**src/rtl/stopwatch_with_lap_core_macros.svh**
```systemverilog
// Assertion helpers shared by the stopwatch RTL.
// Both sample on i_clk and are off while i_rst_n is low.
`ifndef STOPWATCH_WITH_LAP_CORE_MACROS_SVH
`define STOPWATCH_WITH_LAP_CORE_MACROS_SVH

// Same-cycle implication.
`define SWL_ASSERT_IMP(lbl, ant, con) \
    lbl: assert property (@(posedge i_clk) disable iff (!i_rst_n) (ant) |-> (con)) \
        else $error("stopwatch check failed");

// Next-cycle implication.
`define SWL_ASSERT_NXT(lbl, ant, con) \
    lbl: assert property (@(posedge i_clk) disable iff (!i_rst_n) (ant) |=> (con)) \
        else $error("stopwatch check failed");

`endif

```
**src/rtl/swl_pkg.sv**
```systemverilog
`timescale 1ns / 1ps

package swl_pkg;

    localparam int DIGIT_W   = 7;
    localparam int NUM_CELLS = 3;

    // Largest value held by each cell, lowest cell first:
    // centiseconds, seconds, minutes.
    localparam logic [DIGIT_W-1:0] CELL_MAX [NUM_CELLS] = '{
        DIGIT_W'(99), DIGIT_W'(59), DIGIT_W'(99)
    };

    localparam int CELL_CS = 0;
    localparam int CELL_SS = 1;
    localparam int CELL_MM = 2;

    // Per-word control handed to every cell.
    typedef struct packed {
        logic en;     // word accepted this cycle
        logic lap;    // capture stepped value into lap digit
        logic clear;  // zero count and lap digit
    } t_cell_ctl;

endpackage

```
**src/rtl/swl_cell.sv**
```systemverilog
`timescale 1ns / 1ps
`include "stopwatch_with_lap_core_macros.svh"

// One counter digit plus its lap copy. Takes a carry from the lower
// neighbor and hands its own carry to the upper one.
module swl_cell import swl_pkg::*; (
    input  logic               i_clk,
    input  logic               i_rst_n,
    input  t_cell_ctl          i_ctl,
    input  logic [DIGIT_W-1:0] i_max,
    input  logic               i_carry,
    output logic               o_carry,
    output logic [DIGIT_W-1:0] o_digit,
    output logic [DIGIT_W-1:0] o_lap
);

    logic [DIGIT_W-1:0] r_digit;
    logic [DIGIT_W-1:0] r_lap;
    logic [DIGIT_W-1:0] n_digit;
    logic [DIGIT_W-1:0] n_lap;
    logic [DIGIT_W-1:0] w_stepped;
    logic               w_at_max;

    assign w_at_max  = (r_digit == i_max);
    assign o_carry   = i_carry && w_at_max;
    assign w_stepped = !i_carry ? r_digit :
                       (w_at_max ? '0 : r_digit + DIGIT_W'(1));

    always_comb begin
        n_digit = r_digit;
        n_lap   = r_lap;
        if (i_ctl.en) begin
            n_digit = w_stepped;
            if (i_ctl.lap) begin
                n_lap = w_stepped;
            end
            if (i_ctl.clear) begin
                n_digit = '0;
                n_lap   = '0;
            end
        end
    end

    always_ff @(posedge i_clk) begin
        if (!i_rst_n) begin
            r_digit <= '0;
            r_lap   <= '0;
        end else begin
            r_digit <= n_digit;
            r_lap   <= n_lap;
        end
    end

    assign o_digit = r_digit;
    assign o_lap   = r_lap;

    `SWL_ASSERT_IMP(a_digit_range, 1'b1, r_digit <= i_max && r_lap <= i_max)
    `SWL_ASSERT_NXT(a_hold_idle, !i_ctl.en, $stable(r_digit) && $stable(r_lap))
    `SWL_ASSERT_IMP(a_carry_only_at_max, o_carry, i_carry && r_digit == i_max)

endmodule

```
**src/rtl/stopwatch_with_lap_core.sv**
```systemverilog
// Stopwatch core with lap capture, mm:ss.cc digits held in a chain of cells.
// Latency: a result word is shown the cycle after its input word is taken.
// Throughput: one word per clock while the sink accepts; the output register is
// refilled in the same cycle it is drained, so a ready sink never sees a gap.
// Reset (i_rst_n low at a clock edge): count, lap, run flag and output valid cleared.
`timescale 1ns / 1ps
`include "stopwatch_with_lap_core_macros.svh"

module stopwatch_with_lap_core import swl_pkg::*; (
    input  logic        i_clk,
    input  logic        i_rst_n,
    // input word
    input  logic        i_s_tvalid,
    output logic        o_s_tready,
    input  logic [7:0]  i_s_tdata,   // [0] tick [1] start_key [2] stop_key
                                     // [3] lap_key [4] clear_key [7:5] zero
    input  logic        i_s_tuser,   // [0] show_lap
    // result word
    output logic        o_m_tvalid,
    input  logic        i_m_tready,
    output logic [23:0] o_m_tdata    // [6:0] minutes [12:7] seconds
                                     // [19:13] centiseconds [20] running
                                     // [23:21] zero
);

    // Key decode
    logic w_tick, w_start, w_stop, w_lap, w_clear;
    assign w_tick  = i_s_tdata[0];
    assign w_start = i_s_tdata[1];
    assign w_stop  = i_s_tdata[2];
    assign w_lap   = i_s_tdata[3];
    assign w_clear = i_s_tdata[4];

    logic r_run, n_run;
    logic r_valid;
    logic r_show;
    logic w_accept;

    // Output register drains and refills in the same cycle.
    assign o_s_tready = !r_valid || i_m_tready;
    assign w_accept   = i_s_tvalid && o_s_tready;

    // Control priority: stop while running, then start alone while stopped,
    // then clear. Clear only acts when neither of the first two fired.
    logic w_do_stop, w_do_start, w_do_clear;
    assign w_do_stop  = r_run && w_stop;
    assign w_do_start = !r_run && w_start && !w_stop && !w_lap && !w_clear;
    assign w_do_clear = !w_do_stop && !w_do_start && w_clear;

    always_comb begin
        priority if (w_do_stop) begin
            n_run = 1'b0;
        end else if (w_do_start) begin
            n_run = 1'b1;
        end else if (w_do_clear) begin
            n_run = 1'b0;
        end else begin
            n_run = r_run;
        end
    end

    t_cell_ctl w_ctl;
    assign w_ctl.en    = w_accept;
    assign w_ctl.lap   = w_lap;
    assign w_ctl.clear = w_do_clear;

    // Digit chain: centiseconds -> seconds -> minutes. The count only advances
    // on a tick seen while running (old run flag); minutes wrap at 99:59.99.
    logic [NUM_CELLS:0]   w_carry;
    logic [DIGIT_W-1:0]   w_digit [NUM_CELLS];
    logic [DIGIT_W-1:0]   w_lapd  [NUM_CELLS];

    assign w_carry[0] = w_accept && r_run && w_tick;

    for (genvar g = 0; g < NUM_CELLS; g++) begin : g_cell
        swl_cell u_cell (
            .i_clk   (i_clk),
            .i_rst_n (i_rst_n),
            .i_ctl   (w_ctl),
            .i_max   (CELL_MAX[g]),
            .i_carry (w_carry[g]),
            .o_carry (w_carry[g+1]),
            .o_digit (w_digit[g]),
            .o_lap   (w_lapd[g])
        );
    end

    always_ff @(posedge i_clk) begin
        if (!i_rst_n) begin
            r_run   <= 1'b0;
            r_valid <= 1'b0;
        end else begin
            if (w_accept) begin
                r_run <= n_run;
            end
            if (o_s_tready) begin
                r_valid <= i_s_tvalid;
            end
        end
    end

    // Display select is payload; captured with the word.
    always_ff @(posedge i_clk) begin
        if (w_accept) begin
            r_show <= i_s_tuser;
        end
    end

    // Cells only change on accept, which also drains the held word, so the
    // cell registers serve directly as the result payload.
    logic [DIGIT_W-1:0] w_mm, w_ss, w_cs;
    assign w_mm = r_show ? w_lapd[CELL_MM] : w_digit[CELL_MM];
    assign w_ss = r_show ? w_lapd[CELL_SS] : w_digit[CELL_SS];
    assign w_cs = r_show ? w_lapd[CELL_CS] : w_digit[CELL_CS];

    assign o_m_tvalid = r_valid;
    assign o_m_tdata  = {3'b000, r_run, w_cs, w_ss[5:0], w_mm};

    `SWL_ASSERT_NXT(a_stop_wins, w_accept && r_run && w_stop, !r_run)
    `SWL_ASSERT_NXT(a_result_follows, w_accept, o_m_tvalid)
    `SWL_ASSERT_NXT(a_clear_zeroes, w_accept && w_do_clear,
                    !r_run && w_digit[CELL_CS] == '0 && w_lapd[CELL_CS] == '0)

endmodule

```
**config.mk**
```make
export PLATFORM = sky130hd
export DESIGN_NAME = stopwatch_with_lap_core
export DESIGN_NICKNAME = d
export VERILOG_FILES = /design/src/rtl/swl_pkg.sv /design/src/rtl/swl_cell.sv /design/src/rtl/stopwatch_with_lap_core.sv
export VERILOG_INCLUDE_DIRS = /design/src /design/src/rtl
export SDC_FILE = /design/constraint.sdc
export NUM_CORES = 1
export LEC_CHECK = 0
export BUFFER_PORTS_ARGS = -buffer_cell sky130_fd_sc_hd__buf_2
export CORE_MARGIN = 3
export CORE_UTILIZATION = 50
export DETAILED_ROUTE_END_ITERATION = 7
export MAX_ROUTING_LAYER = met4
export PLACE_DENSITY = 0.73
export SYNTH_ARGS = -nofsm -noshare
export SYNTH_HDL_FRONTEND = slang
export SYNTH_HIERARCHICAL = 1
export SYNTH_SLANG_ARGS = --single-unit
```
**constraint.sdc**
```tcl
create_clock -name i_clk -period 2.8 [get_ports i_clk]
set_input_delay 0.14 -clock i_clk [delete_from_list [all_inputs] [get_ports i_clk]]
set_output_delay 0.14 -clock i_clk [all_outputs]
set_load 0.005 [all_outputs]
```
### Yosys cells after proc, flatten, opt, wreduce, memory -nomap -nowiden

Index checks and enable logic that the tools add are counted.

* bits in registers: 44
* input port bits: 13
* output and inout port bits: 26

* add/subtract/negate cells: 3
* equal/unequal tests: 3
* multiplexer cells: 21
* reductions and logical operators: 24

Operators with widths (number)
* $mux 7: 15
* $add 7x1->7 const B: 3
* $mux 6: 3
* $eq 7x7->1 const B: 2
* $logic_and 1x1->1: 12
* $eq 7x6->1 const B: 1
* $logic_not 1->1: 7
* $reduce_and 2->1: 2
* $mux 1: 3
* $reduce_bool 3->1: 1
* $reduce_bool 2->1: 1
* $logic_or 1x1->1: 1

### Depth between registers and ports, before layout

Gate-level depths: netlist of run 1.

* depth in word-level cells: 11
* gate-level depth with buffers: 15

### Hierarchy

Netlist of run 1, hierarchy kept.

By module, submodules not included
* swl_cell: times used 3, cells an instance 94, area an instance 868.3 sq um
* stopwatch_with_lap_core: times used 1, cells an instance 41, area an instance 426.7 sq um

### Worst setup path before layout of run 1

OpenSTA, ideal clock, no wires.

* path type: register to register
* start: register r_valid (netlist: o_m_tvalid)
* end: register g_cell[2].u_cell.r_digit[3]
* arrival time: 2503 ps
* required time: 2681 ps
* slack: 178 ps
* cell stages (with the launch flop): 16
* clock period less this slack: 2622 ps
* cells stage by stage: dfxtp_1 nand2b_4 nand2_1 inv_1 and3_1 buf_6 nand4_4 nor2_1 buf_6 nand4_4 nor2_1 buf_6 nand4_2 and4b_1 o22ai_1 nand2_1

* longest elaborated chain between the ends: 9

Ends and longest elaborated chain
* start: declaration: line stopwatch_with_lap_core.sv:35 `logic r_valid;`
* start signal: assignment: line stopwatch_with_lap_core.sv:97 `r_valid <= i_s_tvalid;`
* $logic_not 1->1: line stopwatch_with_lap_core.sv:40 `assign o_s_tready = !r_valid || i_m_tready;`
* $logic_or 1x1->1: line stopwatch_with_lap_core.sv:40
* named net o_s_tready: line stopwatch_with_lap_core.sv:14 `output logic o_s_tready,`
* $logic_and 1x1->1: line stopwatch_with_lap_core.sv:41 `assign w_accept = i_s_tvalid && o_s_tready;`
* named net w_accept: line stopwatch_with_lap_core.sv:37 `logic w_accept;`
* $logic_and 1x1->1 (2 in series): line stopwatch_with_lap_core.sv:73 `assign w_carry[0] = w_accept && r_run && w_tick;`
* named net w_carry[0]: line stopwatch_with_lap_core.sv:69 `logic [NUM_CELLS:0] w_carry;`
* $logic_and 1x1->1: line swl_cell.sv:25 `assign o_carry = i_carry && w_at_max;`
* named net w_carry[1]: line stopwatch_with_lap_core.sv:69
* $logic_and 1x1->1: line swl_cell.sv:25
* named net w_carry[2]: line stopwatch_with_lap_core.sv:69
* $mux 7: line swl_cell.sv:26 `assign w_stepped = !i_carry ? r_digit :`
* $mux 7: line swl_cell.sv:37 `if (i_ctl.clear) begin`
* end signal: assignment: line swl_cell.sv:49 `r_digit <= n_digit;`
* end: declaration: line swl_cell.sv:17 `logic [DIGIT_W-1:0] r_digit;`

The timed path passes the listed nets, and every way through them passes these cells.
A chain may end at the register's enable or synchronous reset.

### Final worst setup path of run 1

* start: register r_valid (netlist: o_m_tvalid)
* end: register g_cell[2].u_cell.r_lap[5]

* longest elaborated chain between the ends: 10
* elaborated cells between the ends (all ways): 11

Ends and longest elaborated chain
* $logic_not 1->1: line stopwatch_with_lap_core.sv:40
* $logic_or 1x1->1: line stopwatch_with_lap_core.sv:40
* $logic_and 1x1->1: line stopwatch_with_lap_core.sv:41
* named net w_accept: line stopwatch_with_lap_core.sv:37
* $logic_and 1x1->1 (2 in series): line stopwatch_with_lap_core.sv:73
* named net w_carry[0]: line stopwatch_with_lap_core.sv:69
* $logic_and 1x1->1: line swl_cell.sv:25
* named net w_carry[1]: line stopwatch_with_lap_core.sv:69
* $logic_and 1x1->1: line swl_cell.sv:25
* named net w_carry[2]: line stopwatch_with_lap_core.sv:69
* $mux 7: line swl_cell.sv:26
* $mux 7: line swl_cell.sv:34 `if (i_ctl.lap) begin`
* $mux 7: line swl_cell.sv:37
* end signal: assignment: line swl_cell.sv:50 `r_lap <= n_lap;`
* end: declaration: line swl_cell.sv:18 `logic [DIGIT_W-1:0] r_lap;`

The timed path passes the listed nets, and every way through them passes these cells. The select of a mux whose other input is x is not followed.

==> results.txt, run 1 <==
The power per cell area came out at 378 nW/um^2. The maximum fanout along the worst path came out at 7. The antenna violation net count after detailed routing came out at 0.

For this design the top-level I/O count stands at 39. The worst setup path is launched from a register. For this block, the initial DRC count from the detailed router was 123. The ratio of cells with drive above 1 in the final layout came out at 25.9%. The number of buffers on the longest clock path came out at 2.

The final max-slew violation count came out at 0. The flow ran to the end, and the final reports show no timing, DRC or antenna violations. The insertion delay of the later-clocked pin in the worst-skew pair came out at 0.30 ns. The initial antenna violation count was 0. At the pin with the least slew margin, the transition time is 0.921 ns.

The global-route wire length before repair came out at 10900 um. The worst slew slack as a fraction of its limit came out at 38.6%. The switching share of power is 24.4%. The reported net switching power is 0.305 mW.

The total track usage came out at 19.2%. The total count of hold-check failures in the final report is 0. Entering global routing, the biggest net connects 31 pins. The routed wire length per instance is 14.1 um. The floorplan has 27 rows.

Summing over every cut layer, the via total after detailed routing is 2359. The min-delay analysis places its worst path in the category primary input to register. The category of the worst setup path capture point is a register.

For this run, the number of Yosys warnings is 6. After technology mapping, the gate count stands at 319. The number of levels the H-tree was split into came out at 2. The mean number of vias per cell is 5.42. The die area came out at 6960 sq um. For this run, the detailed router's first-pass iteration total came to 4. Once detailed placement completed, the half-perimeter wirelength came to 4390 um. The final net count is 378. The standby leakage power came out at 1.34 nW.

The y dimension of the die is 83.5 um. The routability congestion estimate from global placement is 0.858. The power consumption came out at 1.25 mW.

The shortest clock period the worst path allows after layout is 2.49 ns. The number of global-route vias before repair came out at 2305. Clock tree synthesis found a total of 44 sinks. The number of design rule violations left after detail routing came out at 0. Compared with the post-synthesis result, the final layout area differs by 10.1%. Setup repair after global routing left no endpoint under its margin. The post-synthesis instance area came out at 3000 sq um. TritonCTS built the clock tree. The buffer type at the clock tree root is sky130_fd_sc_hd__clkbuf_8.

The post-CTS repair timing setup buffer count came out at 0. The number of CTS-inserted buffers came out at 5. The portion of the clock cycle consumed by the worst path in the final layout is 89.0%. The final cell utilization of the core is 58.5%. The residual overflow from global routing came out at 0. For the worst setup path, the data arrival time is 2.68 ns. The final sum of negative setup slack is 0 ns. The worst clock skew came out at 0.00544 ns. The number of max-cap violations is 0. The area of the core region is 5640 sq um. Across the VDD grid, the largest voltage drop is 0.000177 V. The share of total power dissipated in the clock network is 38.6%. The floorplan die width came out at 83.5 um. The final setup violation count is 0. The starting density of the core came out at 53.2%. The internal power contribution came out at 0.944 mW. Hold repair after CTS inserted 0 buffers. Wires add up to 6130 um. Derived from the worst setup path, the maximum achievable clock frequency is 0.401 GHz. The part of the power in combinational logic came out at 10.3%. The power share of the sequential group is 51.1%. The critical path class is register to register.

The clock edge transition at the registers on the reported setup and hold paths is 0.08 ns. The antenna cell count is 0. At the worst endpoint, the required time is 2.98 ns.

The quantity of I/O buffers inserted on ports is 32. In this run the mean area of a mapped cell was 9.40 sq um.
## critical path: stages, from the launching register on
cell and delay (ns):
sky130_fd_sc_hd__dfxtp_1 0.34, sky130_fd_sc_hd__nand2b_4 0.08, sky130_fd_sc_hd__nand2_1 0.07, sky130_fd_sc_hd__inv_1 0.06, sky130_fd_sc_hd__and3_1 0.27, sky130_fd_sc_hd__nand4_4 0.20, sky130_fd_sc_hd__nor2_1 0.25, sky130_fd_sc_hd__nand4_4 0.23
sky130_fd_sc_hd__nor2_4 0.25, sky130_fd_sc_hd__nand4_2 0.18, sky130_fd_sc_hd__nor2_1 0.17, sky130_fd_sc_hd__xnor2_1 0.17, sky130_fd_sc_hd__o21ai_1 0.10
## stage by stage
stage	instances	instance area [sq um]	setup slack (ns)	hold WS (ns)
after floorplan	341	3080	0.178	0.239
after global placement	427	3190	0.117	0.324
after detailed placement	427	3190	0.0819	0.338
after CTS	435	3290	0.0579	0.0310
after global routing	435	3300	0.0819	0.0239
final	435	3300	0.307	0.0321
## final cells by class
| cell class | count | area (sq um) |
|---|---|---|
| fillers | 500 | 2340 |
| multi-input cells | 268 | 1990 |
| flip-flops and latches | 44 | 891 |
| repair buffers | 38 | 205 |
| well taps | 72 | 90.1 |
| clock buffers | 6 | 72.6 |
| clock inverters | 2 | 35.0 |
| inverters | 5 | 18.8 |
## power by group through the flow
stage	Clock (mW)	Sequential, mW	Combinational (mW)
5_1_grt	0.523	0.639	0.142
2_1_floorplan	0	0.647	0.105
4_1_cts	0.494	0.638	0.128
3_5_place_dp	0	0.653	0.127
3_3_place_gp	0	0.653	0.124
6_report	0.482	0.638	0.128
## placed cells by master (no fill, tap or decap), types with 3 or more instances in the layout
master / count
sky130_fd_sc_hd__inv_1: 5
sky130_fd_sc_hd__o22ai_1: 9
sky130_fd_sc_hd__dfxtp_1: 43
sky130_fd_sc_hd__mux2i_1: 3
sky130_fd_sc_hd__nor3b_1: 3
sky130_fd_sc_hd__xnor2_2: 9
sky130_fd_sc_hd__o31ai_1: 6
sky130_fd_sc_hd__o21bai_4: 3
sky130_fd_sc_hd__xnor2_1: 21
sky130_fd_sc_hd__nand2_1: 45
sky130_fd_sc_hd__nand4_1: 3
sky130_fd_sc_hd__o21ai_0: 3
sky130_fd_sc_hd__nand3_1: 18
sky130_fd_sc_hd__buf_4: 6
sky130_fd_sc_hd__a21boi_1: 4
sky130_fd_sc_hd__o21ai_4: 3
sky130_fd_sc_hd__and4b_1: 10
sky130_fd_sc_hd__conb_1: 24
sky130_fd_sc_hd__o21ai_1: 26
sky130_fd_sc_hd__clkbuf_8: 5
sky130_fd_sc_hd__xor2_1: 9
sky130_fd_sc_hd__and2_1: 3
sky130_fd_sc_hd__ha_1: 3
sky130_fd_sc_hd__nor2_1: 11
sky130_fd_sc_hd__nand4_2: 6
sky130_fd_sc_hd__mux2_2: 20
sky130_fd_sc_hd__o2111ai_1: 3
sky130_fd_sc_hd__nand2b_1: 3
sky130_fd_sc_hd__buf_2: 32
sky130_fd_sc_hd__nor4_1: 9
sky130_fd_sc_hd__nand4_4: 6
## state kept, by name, indices dropped and copies added, names as in the netlist
name                   flops
g_cell.u_cell/o_digit     21
g_cell.u_cell/o_lap       20
o_m_tvalid                 1
r_run                      1
r_show                     1
## routing by layer
| metal | vias up | track usage, % | share of wire (%) |
|---|---|---|---|
| li1 | 1208 | - | - |
| met1 | 1100 | 25.6 | 48 |
| met2 | 45 | 30.1 | 47 |
| met3 | 6 | 3.65 | 4.1 |
| met4 | 0 | 4.68 | 1.2 |
| met5 | - | - | 0 |
## final timing paths
kind | from | end | slack [ns] | depth (start not counted)
worst max-delay path | o_m_tvalid | g_cell[2].u_cell/o_lap[5] | 0.31 | 12
worst min register to register | g_cell[0].u_cell/o_lap[2] | g_cell[0].u_cell/o_lap[2] | 0.45 | 2
worst max register to register | o_m_tvalid | g_cell[2].u_cell/o_lap[5] | 0.31 | 12
worst min-delay path | i_s_tuser | r_show | 0.03 | 1
## repair_timing
| action | CTS | global route |
|---|---|---|
| hold endpoints to repair | 0 | 0 |
| setup endpoints to repair | 0 | 14 |
| resized for setup | 0 | 2 |
(Power assumes the default switching activity.)
==> run 2: changes to the inputs <==
Settings changed: CTS_CLUSTER_SIZE from default to 14, GPL_TIMING_DRIVEN from default to 0, PLACE_DENSITY 0.73 to 0.78.
==> run 2 against run 1 <==
  * Final cell count up 5.5%
  * Clock-buffer cell count up 1
  * First-iteration DRC count up 40%
  * Via count up 4.7%
  * Register-to-register slack worse by 0.03 ns
  * Die area unchanged
  * Maximum frequency down 1.1%
  * Critical path type unchanged
==> results.txt, run 2 (same netlist as run 1, synthesis figures left out) <==
The shortest clock period the worst path allows after layout came to 2.52 ns (+0.0283 ns). The area growth from synthesis to layout is 16.0%. The placed wire-length estimate after detailed placement came out at 4430 um (+0.95%).

The total via count in the routed design was 2469 (+4.7%). The number of max-cap violations came out at 0 (unchanged). The power share of the sequential group came out at 54.2% (+3.1 points). The routed wire length per instance came out at 13.7 um (-2.8%).

The longest individual stage delay on the worst path is 0.34 ns (about the same). The total number of placement rows is 27 (unchanged). The clock group share of total power is 33.1% (-5.5 points). The insertion delay of the later-clocked pin in the worst-skew pair is 0.29 ns (about the same). The initial antenna violation count is 0 (unchanged). The number of global-route vias before repair is 2371 (+2.9%). The post-placement cell count came out at 446 (+4.4%). The floorplan die width came out at 83.5 um (unchanged). STA classifies the critical path endpoint as a register.

In this design, the largest share of critical-path delay is due to simple AND/OR/NAND/NOR gates. The clock edge transition at the registers on the reported setup and hold paths came out at 0.08 ns (about the same). The post-route non-filler standard cell count is 459 (+5.5%). The number of CTS-inserted buffers is 5 (unchanged). The ratio of cells with drive above 1 in the final layout is 29.7% (+3.8 points).

The cell area after placement is 3350 sq um (+5.2%). The final net count is 402 (+6.3%). The y dimension of the die came to 83.5 um (unchanged). Setup repair after global routing left no endpoint under its margin. The largest voltage drop on the vdd net came out at 0.000315 V (+78%). The worst clock skew came out at 0.00412 ns (-0.00132 ns). The buffering stage count on the worst path with inverters included is 4 (+3). The residual overflow from global routing was 0 (unchanged). The maximum number of pins on one net before global-route repair is 21 (-32%).

The internal power contribution came to 0.863 mW (-8.5%). The worst hold-check slack is 0.0250 ns (-0.00705 ns). The buffer type at the clock tree root is sky130_fd_sc_hd__clkbuf_8. The critical path goes through nand2b_4 -> nand2_2 -> clkinvlp_4 -> and3_1 -> buf_6 -> nand4_4 -> nor2_2 -> buf_6 -> nand4_4 -> nor2_1 -> buf_6 -> nand4_2 -> nor2_2 -> xnor2_1 -> o31ai_1.

The power per cell area is 335 nW/um^2 (-11%). STA classifies the critical path startpoint as a register. The data required time at the worst endpoint is 3.01 ns (+0.03 ns). By startpoint and endpoint, the worst setup path is classified as register to register.

The post-route cell area is 3480 sq um (+5.4%). The count of TritonRoute iterations in the first routing pass came out at 4 (unchanged). The starting density of the core is 53.2% (unchanged). The portion of the clock cycle consumed by the worst path in the final layout came to 90.1% (+1.0 points). The layout filler cell count was 494 (-1.2%).

The switching share of power came to 25.9% (+1.5 points). The global-route wire length before repair is 10900 um (about the same). The mean number of vias per cell came out at 5.38 (-0.81%).

The final setup violation count came out at 0 (unchanged). The standby leakage power was 1.42 nW (+6.6%). The number of levels the H-tree was split into is 2 (unchanged). The total track usage is 19.1% (-0.068 points). The area of the core region came to 5640 sq um (unchanged). The initial detailed-routing violation count came out at 172 (+40%). The clock sink total is 44 (unchanged). The critical-path cell with the highest stage delay is sky130_fd_sc_hd__dfxtp_1. The number of design rule violations left after detail routing is 0 (unchanged). Leaving out fill and tap cells, the most frequent cell in the layout is sky130_fd_sc_hd__nand2_1. The antenna violation net count after detailed routing is 0 (unchanged). The routability congestion estimate from global placement was 0.854 (-0.43%). The total count of hold-check failures in the final report is 0 (unchanged). The die area came to 6960 sq um (unchanged).

The number of flip-flops in the largest register is 21 (unchanged). TritonCTS built the clock tree. The library cell appearing most often on the critical path is sky130_fd_sc_hd__buf_6. The antenna cell count was 0 (unchanged). The maximum fanout along the worst path came to 9 (+2). The top cell types in the final layout, fill and taps aside, are sky130_fd_sc_hd__nand2_1 (44), sky130_fd_sc_hd__dfxtp_1 (43), sky130_fd_sc_hd__buf_2 (35).

The quantity of I/O buffers inserted on ports is 32 (unchanged). The boundary pin count came to 39 (unchanged). The final sum of negative setup slack is 0 ns (unchanged). The final max-slew violation count came out at 0 (unchanged). The maximum clock frequency is 0.397 GHz (-1.1%). The number of buffers on the longest clock path is 2 (unchanged).

The flow ran to the end, and the final reports show no timing, DRC or antenna violations. The arrival time reported for the critical path endpoint came out at 2.73 ns (+0.05 ns). The routed wire length came out at 6290 um (+2.6%). The part of the power in combinational logic is 12.7% (+2.4 points). The worst hold-check path type is primary input to register.

The reported net switching power was 0.302 mW (-0.88%).
run 2: cell count changes in the layout (fill, tap and decap cells not counted), moves of 2 or more:
cell                       before  now
sky130_fd_sc_hd__buf_6          0   11
sky130_fd_sc_hd__buf_4          6    8
sky130_fd_sc_hd__buf_2         32   35
sky130_fd_sc_hd__nor2_2         0    2
sky130_fd_sc_hd__clkbuf_1       1    8
run 2: final timing paths:
kind / cells past startpoint / to / slack, ns / from
worst max-delay path: 15 / g_cell[2].u_cell/o_digit[5] / 0.28 / o_m_tvalid
worst min register to register: 2 / g_cell[1].u_cell/o_lap[0] / 0.44 / g_cell[1].u_cell/o_lap[0]
worst min-delay path: 1 / r_show / 0.03 / i_s_tuser
worst max register to register: 15 / g_cell[2].u_cell/o_digit[5] / 0.28 / o_m_tvalid
run 2: final cells by class:
type	instances	area, sq um	share of cell area [%]
Inverter	5	22.5	0.647
Clock inverter	1	5.00	0.144
Tap cell	72	90.1	2.59
Clock buffer	7	76.3	2.19
Multi-Input combinational cell	268	1990	57.3
Sequential cell	44	891	25.6
Buffer	24	191	5.50
Timing Repair Buffer	37	205	5.90
Timing Repair inverter	1	5.00	0.144
run 2: worst register-to-register path, delay by kind of cell (launching register included):
family / cells / cell delay, ns
buffers and inverters: 4 / 0.57
DFF: 1 / 0.34
xor gates and xnor gates: 1 / 0.10
and+or+nand+nor: 9 / 1.23
AOI/OAI and AO/OA: 1 / 0.19
run 2: repair_timing:
item	CTS	global route
setup buffers	2	2
endpoints found under the setup margin	14	11
hold buffers	0	0
gates cloned	1	0
gates resized for setup	2	2
pin swaps	0	0
run 2: routing by layer:
layer / part of all wire [%] / global-route usage, %
met1: 47 / 24.0
met2: 47 / 32.0
met3: 4.4 / 3.26
met4: 1.1 / 4.82
met5: 0 / -
run 2: power groups by stage:
stage / clock network (mW) / registers, mW / logic, mW
global placement: 0 / 0.647 / 0.138
floorplan: 0 / 0.647 / 0.105
finish: 0.385 / 0.632 / 0.148
CTS: 0.395 / 0.632 / 0.146
global route: 0.415 / 0.633 / 0.162
detailed placement: 0 / 0.647 / 0.142
run 2: metrics by stage:
| step | utilization [%] | setup WS [ns] | total power, mW |
|---|---|---|---|
| after CTS | 61.3 | 0.131 | 1.17 |
| final | 61.7 | 0.279 | 1.17 |
| after detailed placement | 59.4 | -0.338 | 0.789 |
| after global routing | 61.7 | 0.0216 | 1.21 |
| after global placement | 59.1 | -0.362 | 0.785 |
| after floorplan | - | 0.178 | 0.752 |
==> run 3: changes to the inputs <==
Settings changed: ABC_AREA from default to 1, CORE_UTILIZATION 50 to 35, PLACE_DENSITY 0.78 to 0.6.
==> run 3 against run 2 <==
  * Global-route usage is 3.8 points lower
  * Non-clock buffer count is 4 lower
  * Hold slack better by 0.0048 ns
  * Synthesized cell count is 39% higher
  * Combinational power is 99% higher
  * Clock-buffer cell count is 1 lower
  * Clock power is 8.3% higher
  * Clock skew is 0.0064 ns higher
  * Largest cell class unchanged
  * Highest routed layer unchanged
==> results.txt, run 3 <==
Leaving out fill and tap cells, the most frequent cells in the layout are sky130_fd_sc_hd__nand2_1 (109), sky130_fd_sc_hd__inv_1 (71), sky130_fd_sc_hd__o21ai_0 (47). The critical path goes through nand2_2 -> nand2_2 -> nor2_4 -> inv_1 -> nor2_1 -> nand2_1 -> nor2_2 -> nand2_2 -> inv_4 -> inv_1 -> nor2_1 -> nand2_1 -> nor2_2 -> nand2_2 -> inv_4 -> inv_1 -> nor2_1 -> nand2_1 -> nor2_1 -> nand2_2 -> nand3_2 -> a21oi_1. The longest individual stage delay on the worst path is 0.34 ns (about the same).

The final net count was 551 (+37%). The standby leakage power came to 1.90 nW (+33%). The mean number of vias per cell came out at 4.43 (-18%). The clock edge transition at the registers on the reported setup and hold paths came out at 0.08 ns (about the same). The y dimension of the die came out at 96.6 um (+16%). The die area came out at 9330 sq um (+34%). The insertion delay of the later-clocked pin in the worst-skew pair came out at 0.29 ns (about the same). The number of buffers on the longest clock path came out at 2 (unchanged).

The routability congestion estimate from global placement was 0.818 (-4.2%). The final cell utilization of the core is 45.3% (-16 points). The shortest clock period the worst path allows after layout came out at 2.54 ns (+0.0213 ns). The routed wire length per instance is 11.0 um (-19%). The maximum number of pins on one net before global-route repair is 21 (unchanged).

The number of global-route vias before repair came out at 2568 (+8.3%). The number of instances in the synthesized netlist is 443 (+39%). The maximum fanout along the worst path is 7 (-2). The slowest stage of the critical path is the sky130_fd_sc_hd__dfxtp_2 cell.

The starting density of the core came out at 36.6% (-17 points). The antenna violation net count after detailed routing came out at 0 (unchanged). The total track usage is 15.3% (-3.8 points).

The synthesis-to-finish area growth came out at 23.7%. The critical path class is register to register. The boundary pin count is 39 (unchanged). The portion of the clock cycle consumed by the worst path in the final layout is 90.8% (+0.76 points). The total via count in the routed design came out at 2828 (+15%). The initial detailed-routing violation count came out at 115 (-33%). The post-route cell area came out at 3560 sq um (+2.2%). The maximum clock frequency came to 0.393 GHz (-0.84%).

The cell area after placement came out at 3330 sq um (-0.71%). The number of flip-flops in the largest register is 21 (unchanged). The antenna cell count came out at 0 (unchanged). The buffering stage count on the worst path with inverters included came out at 5 (+1).

The measured slew at the worst slew-check pin is 0.941 ns. The quantity of I/O buffers inserted on ports is 32 (unchanged). The total count of hold-check failures in the final report is 0 (unchanged). The number of max-cap violations was 0 (unchanged). The floorplan die width is 96.6 um (+16%). The CTS tree is done. The ratio of cells with drive above 1 in the final layout was 19.0% (-11 points).

The cell sitting at the root of the clock tree is a sky130_fd_sc_hd__clkbuf_8. The post-synthesis instance area came out at 2870 sq um (-4.2%). The data required time at the worst endpoint is 2.97 ns (-0.04 ns). The power consumption was 1.43 mW (+23%).

The worst setup path is launched from a register. The worst setup path is captured at a register. The worst clock skew came out at 0.0105 ns (+0.00642 ns). The clock sink total is 44 (unchanged). The routed wire length came out at 7040 um (+12%). The kind of cell adding the most delay to the critical path is simple AND/OR/NAND/NOR gates. The arrival time reported for the critical path endpoint is 2.71 ns (-0.02 ns). The leading cell type in the layout, fill and taps excluded is sky130_fd_sc_hd__nand2_1. The total number of placement rows came out at 32 (+19%). The worst slew slack as a fraction of its limit came out at 37.3%. The count of TritonRoute iterations in the first routing pass was 4 (unchanged). The largest voltage drop on the vdd net is 0.000329 V (+4.5%). The number of warnings issued by yosys was 6 (unchanged). The residual overflow from global routing is 0 (unchanged).

The hold buffer count at cts came to 0 (unchanged). Among the stages of the critical path, the cell type that occurs most often is sky130_fd_sc_hd__nand2_2. The number of levels the H-tree was split into is 2 (unchanged). The initial antenna violation count is 0 (unchanged). The final max-slew violation count is 0 (unchanged). The worst slack at placement is -0.415 ns (-0.0767 ns). The number of design rule violations left after detail routing was 0 (unchanged). The number of CTS-inserted buffers is 5 (unchanged). The placed wire-length estimate after detailed placement came out at 5090 um (+15%). The power per cell area came to 402 nW/um^2 (+20%). The run finished with clean final reports.

The final sum of negative setup slack is 0 ns (unchanged). The path class of the tightest hold or removal check is primary input to register. The post-synthesis area per instance came out at 6.49 sq um (-31%). The final setup violation count is 0 (unchanged). The worst setup margin is 0.257 ns (-0.0213 ns). The global-route wire length before repair came to 11800 um (+7.8%). The area of the core region came out at 7850 sq um (+39%).
==> run 3: routing by layer <==
metal  vias up  routed length, um  global-route usage [%]
met4         0                 41                    3.35
met5         -                  0                       -
met3         4                266                    2.60
li1       1545                  -                       -
met1      1221               3510                    20.4
met2        58               3230                    24.5
==> run 3: timing repair <==
action,in CTS,in global routing
pin swaps,0,6
setup endpoints to repair,14,14
gates resized for setup,5,14
endpoints found under the hold margin,0,0
setup buffers,1,9
gates cloned,0,0
==> run 3: path summary, 6_finish.rpt <==
check,startpoint,end,slack (ns),cells past startpoint
setup / recovery,o_m_tvalid,g_cell[2].u_cell/o_digit[4],0.26,22
hold / removal,i_s_tuser,r_show,0.03,1
setup reg to reg,o_m_tvalid,g_cell[2].u_cell/o_digit[4],0.26,22
hold reg to reg,r_run,r_run,0.51,2
==> run 3: area by class of cell <==
cell class              instances  area, sq um
plain buffers                  15         90.1
clock buffers                   6         82.6
clock inverters                 2         13.8
fillers                       894         4290
inverters                      76          290
multi-input cells             351         1820
flip-flops and latches         44          893
well taps                     102          128
repair buffers                 42          235
==> run 3: power breakdown <==
group          total (mW)  switching [mW]  internal (mW)
Clock               0.417           0.217          0.201
Combinational       0.294           0.164          0.130
Sequential          0.720          0.0473          0.672
Total                1.43           0.428           1.00
==> run 3: through the flow <==
| stage | hold WS [ns] | std cells |
|---|---|---|
| finish | 0.0298 | 638 |
| global route | 0.0223 | 638 |
| CTS | 0.0226 | 629 |
| detailed placement | 0.326 | 620 |
| global placement | 0.340 | 620 |
| floorplan | 0.239 | 486 |
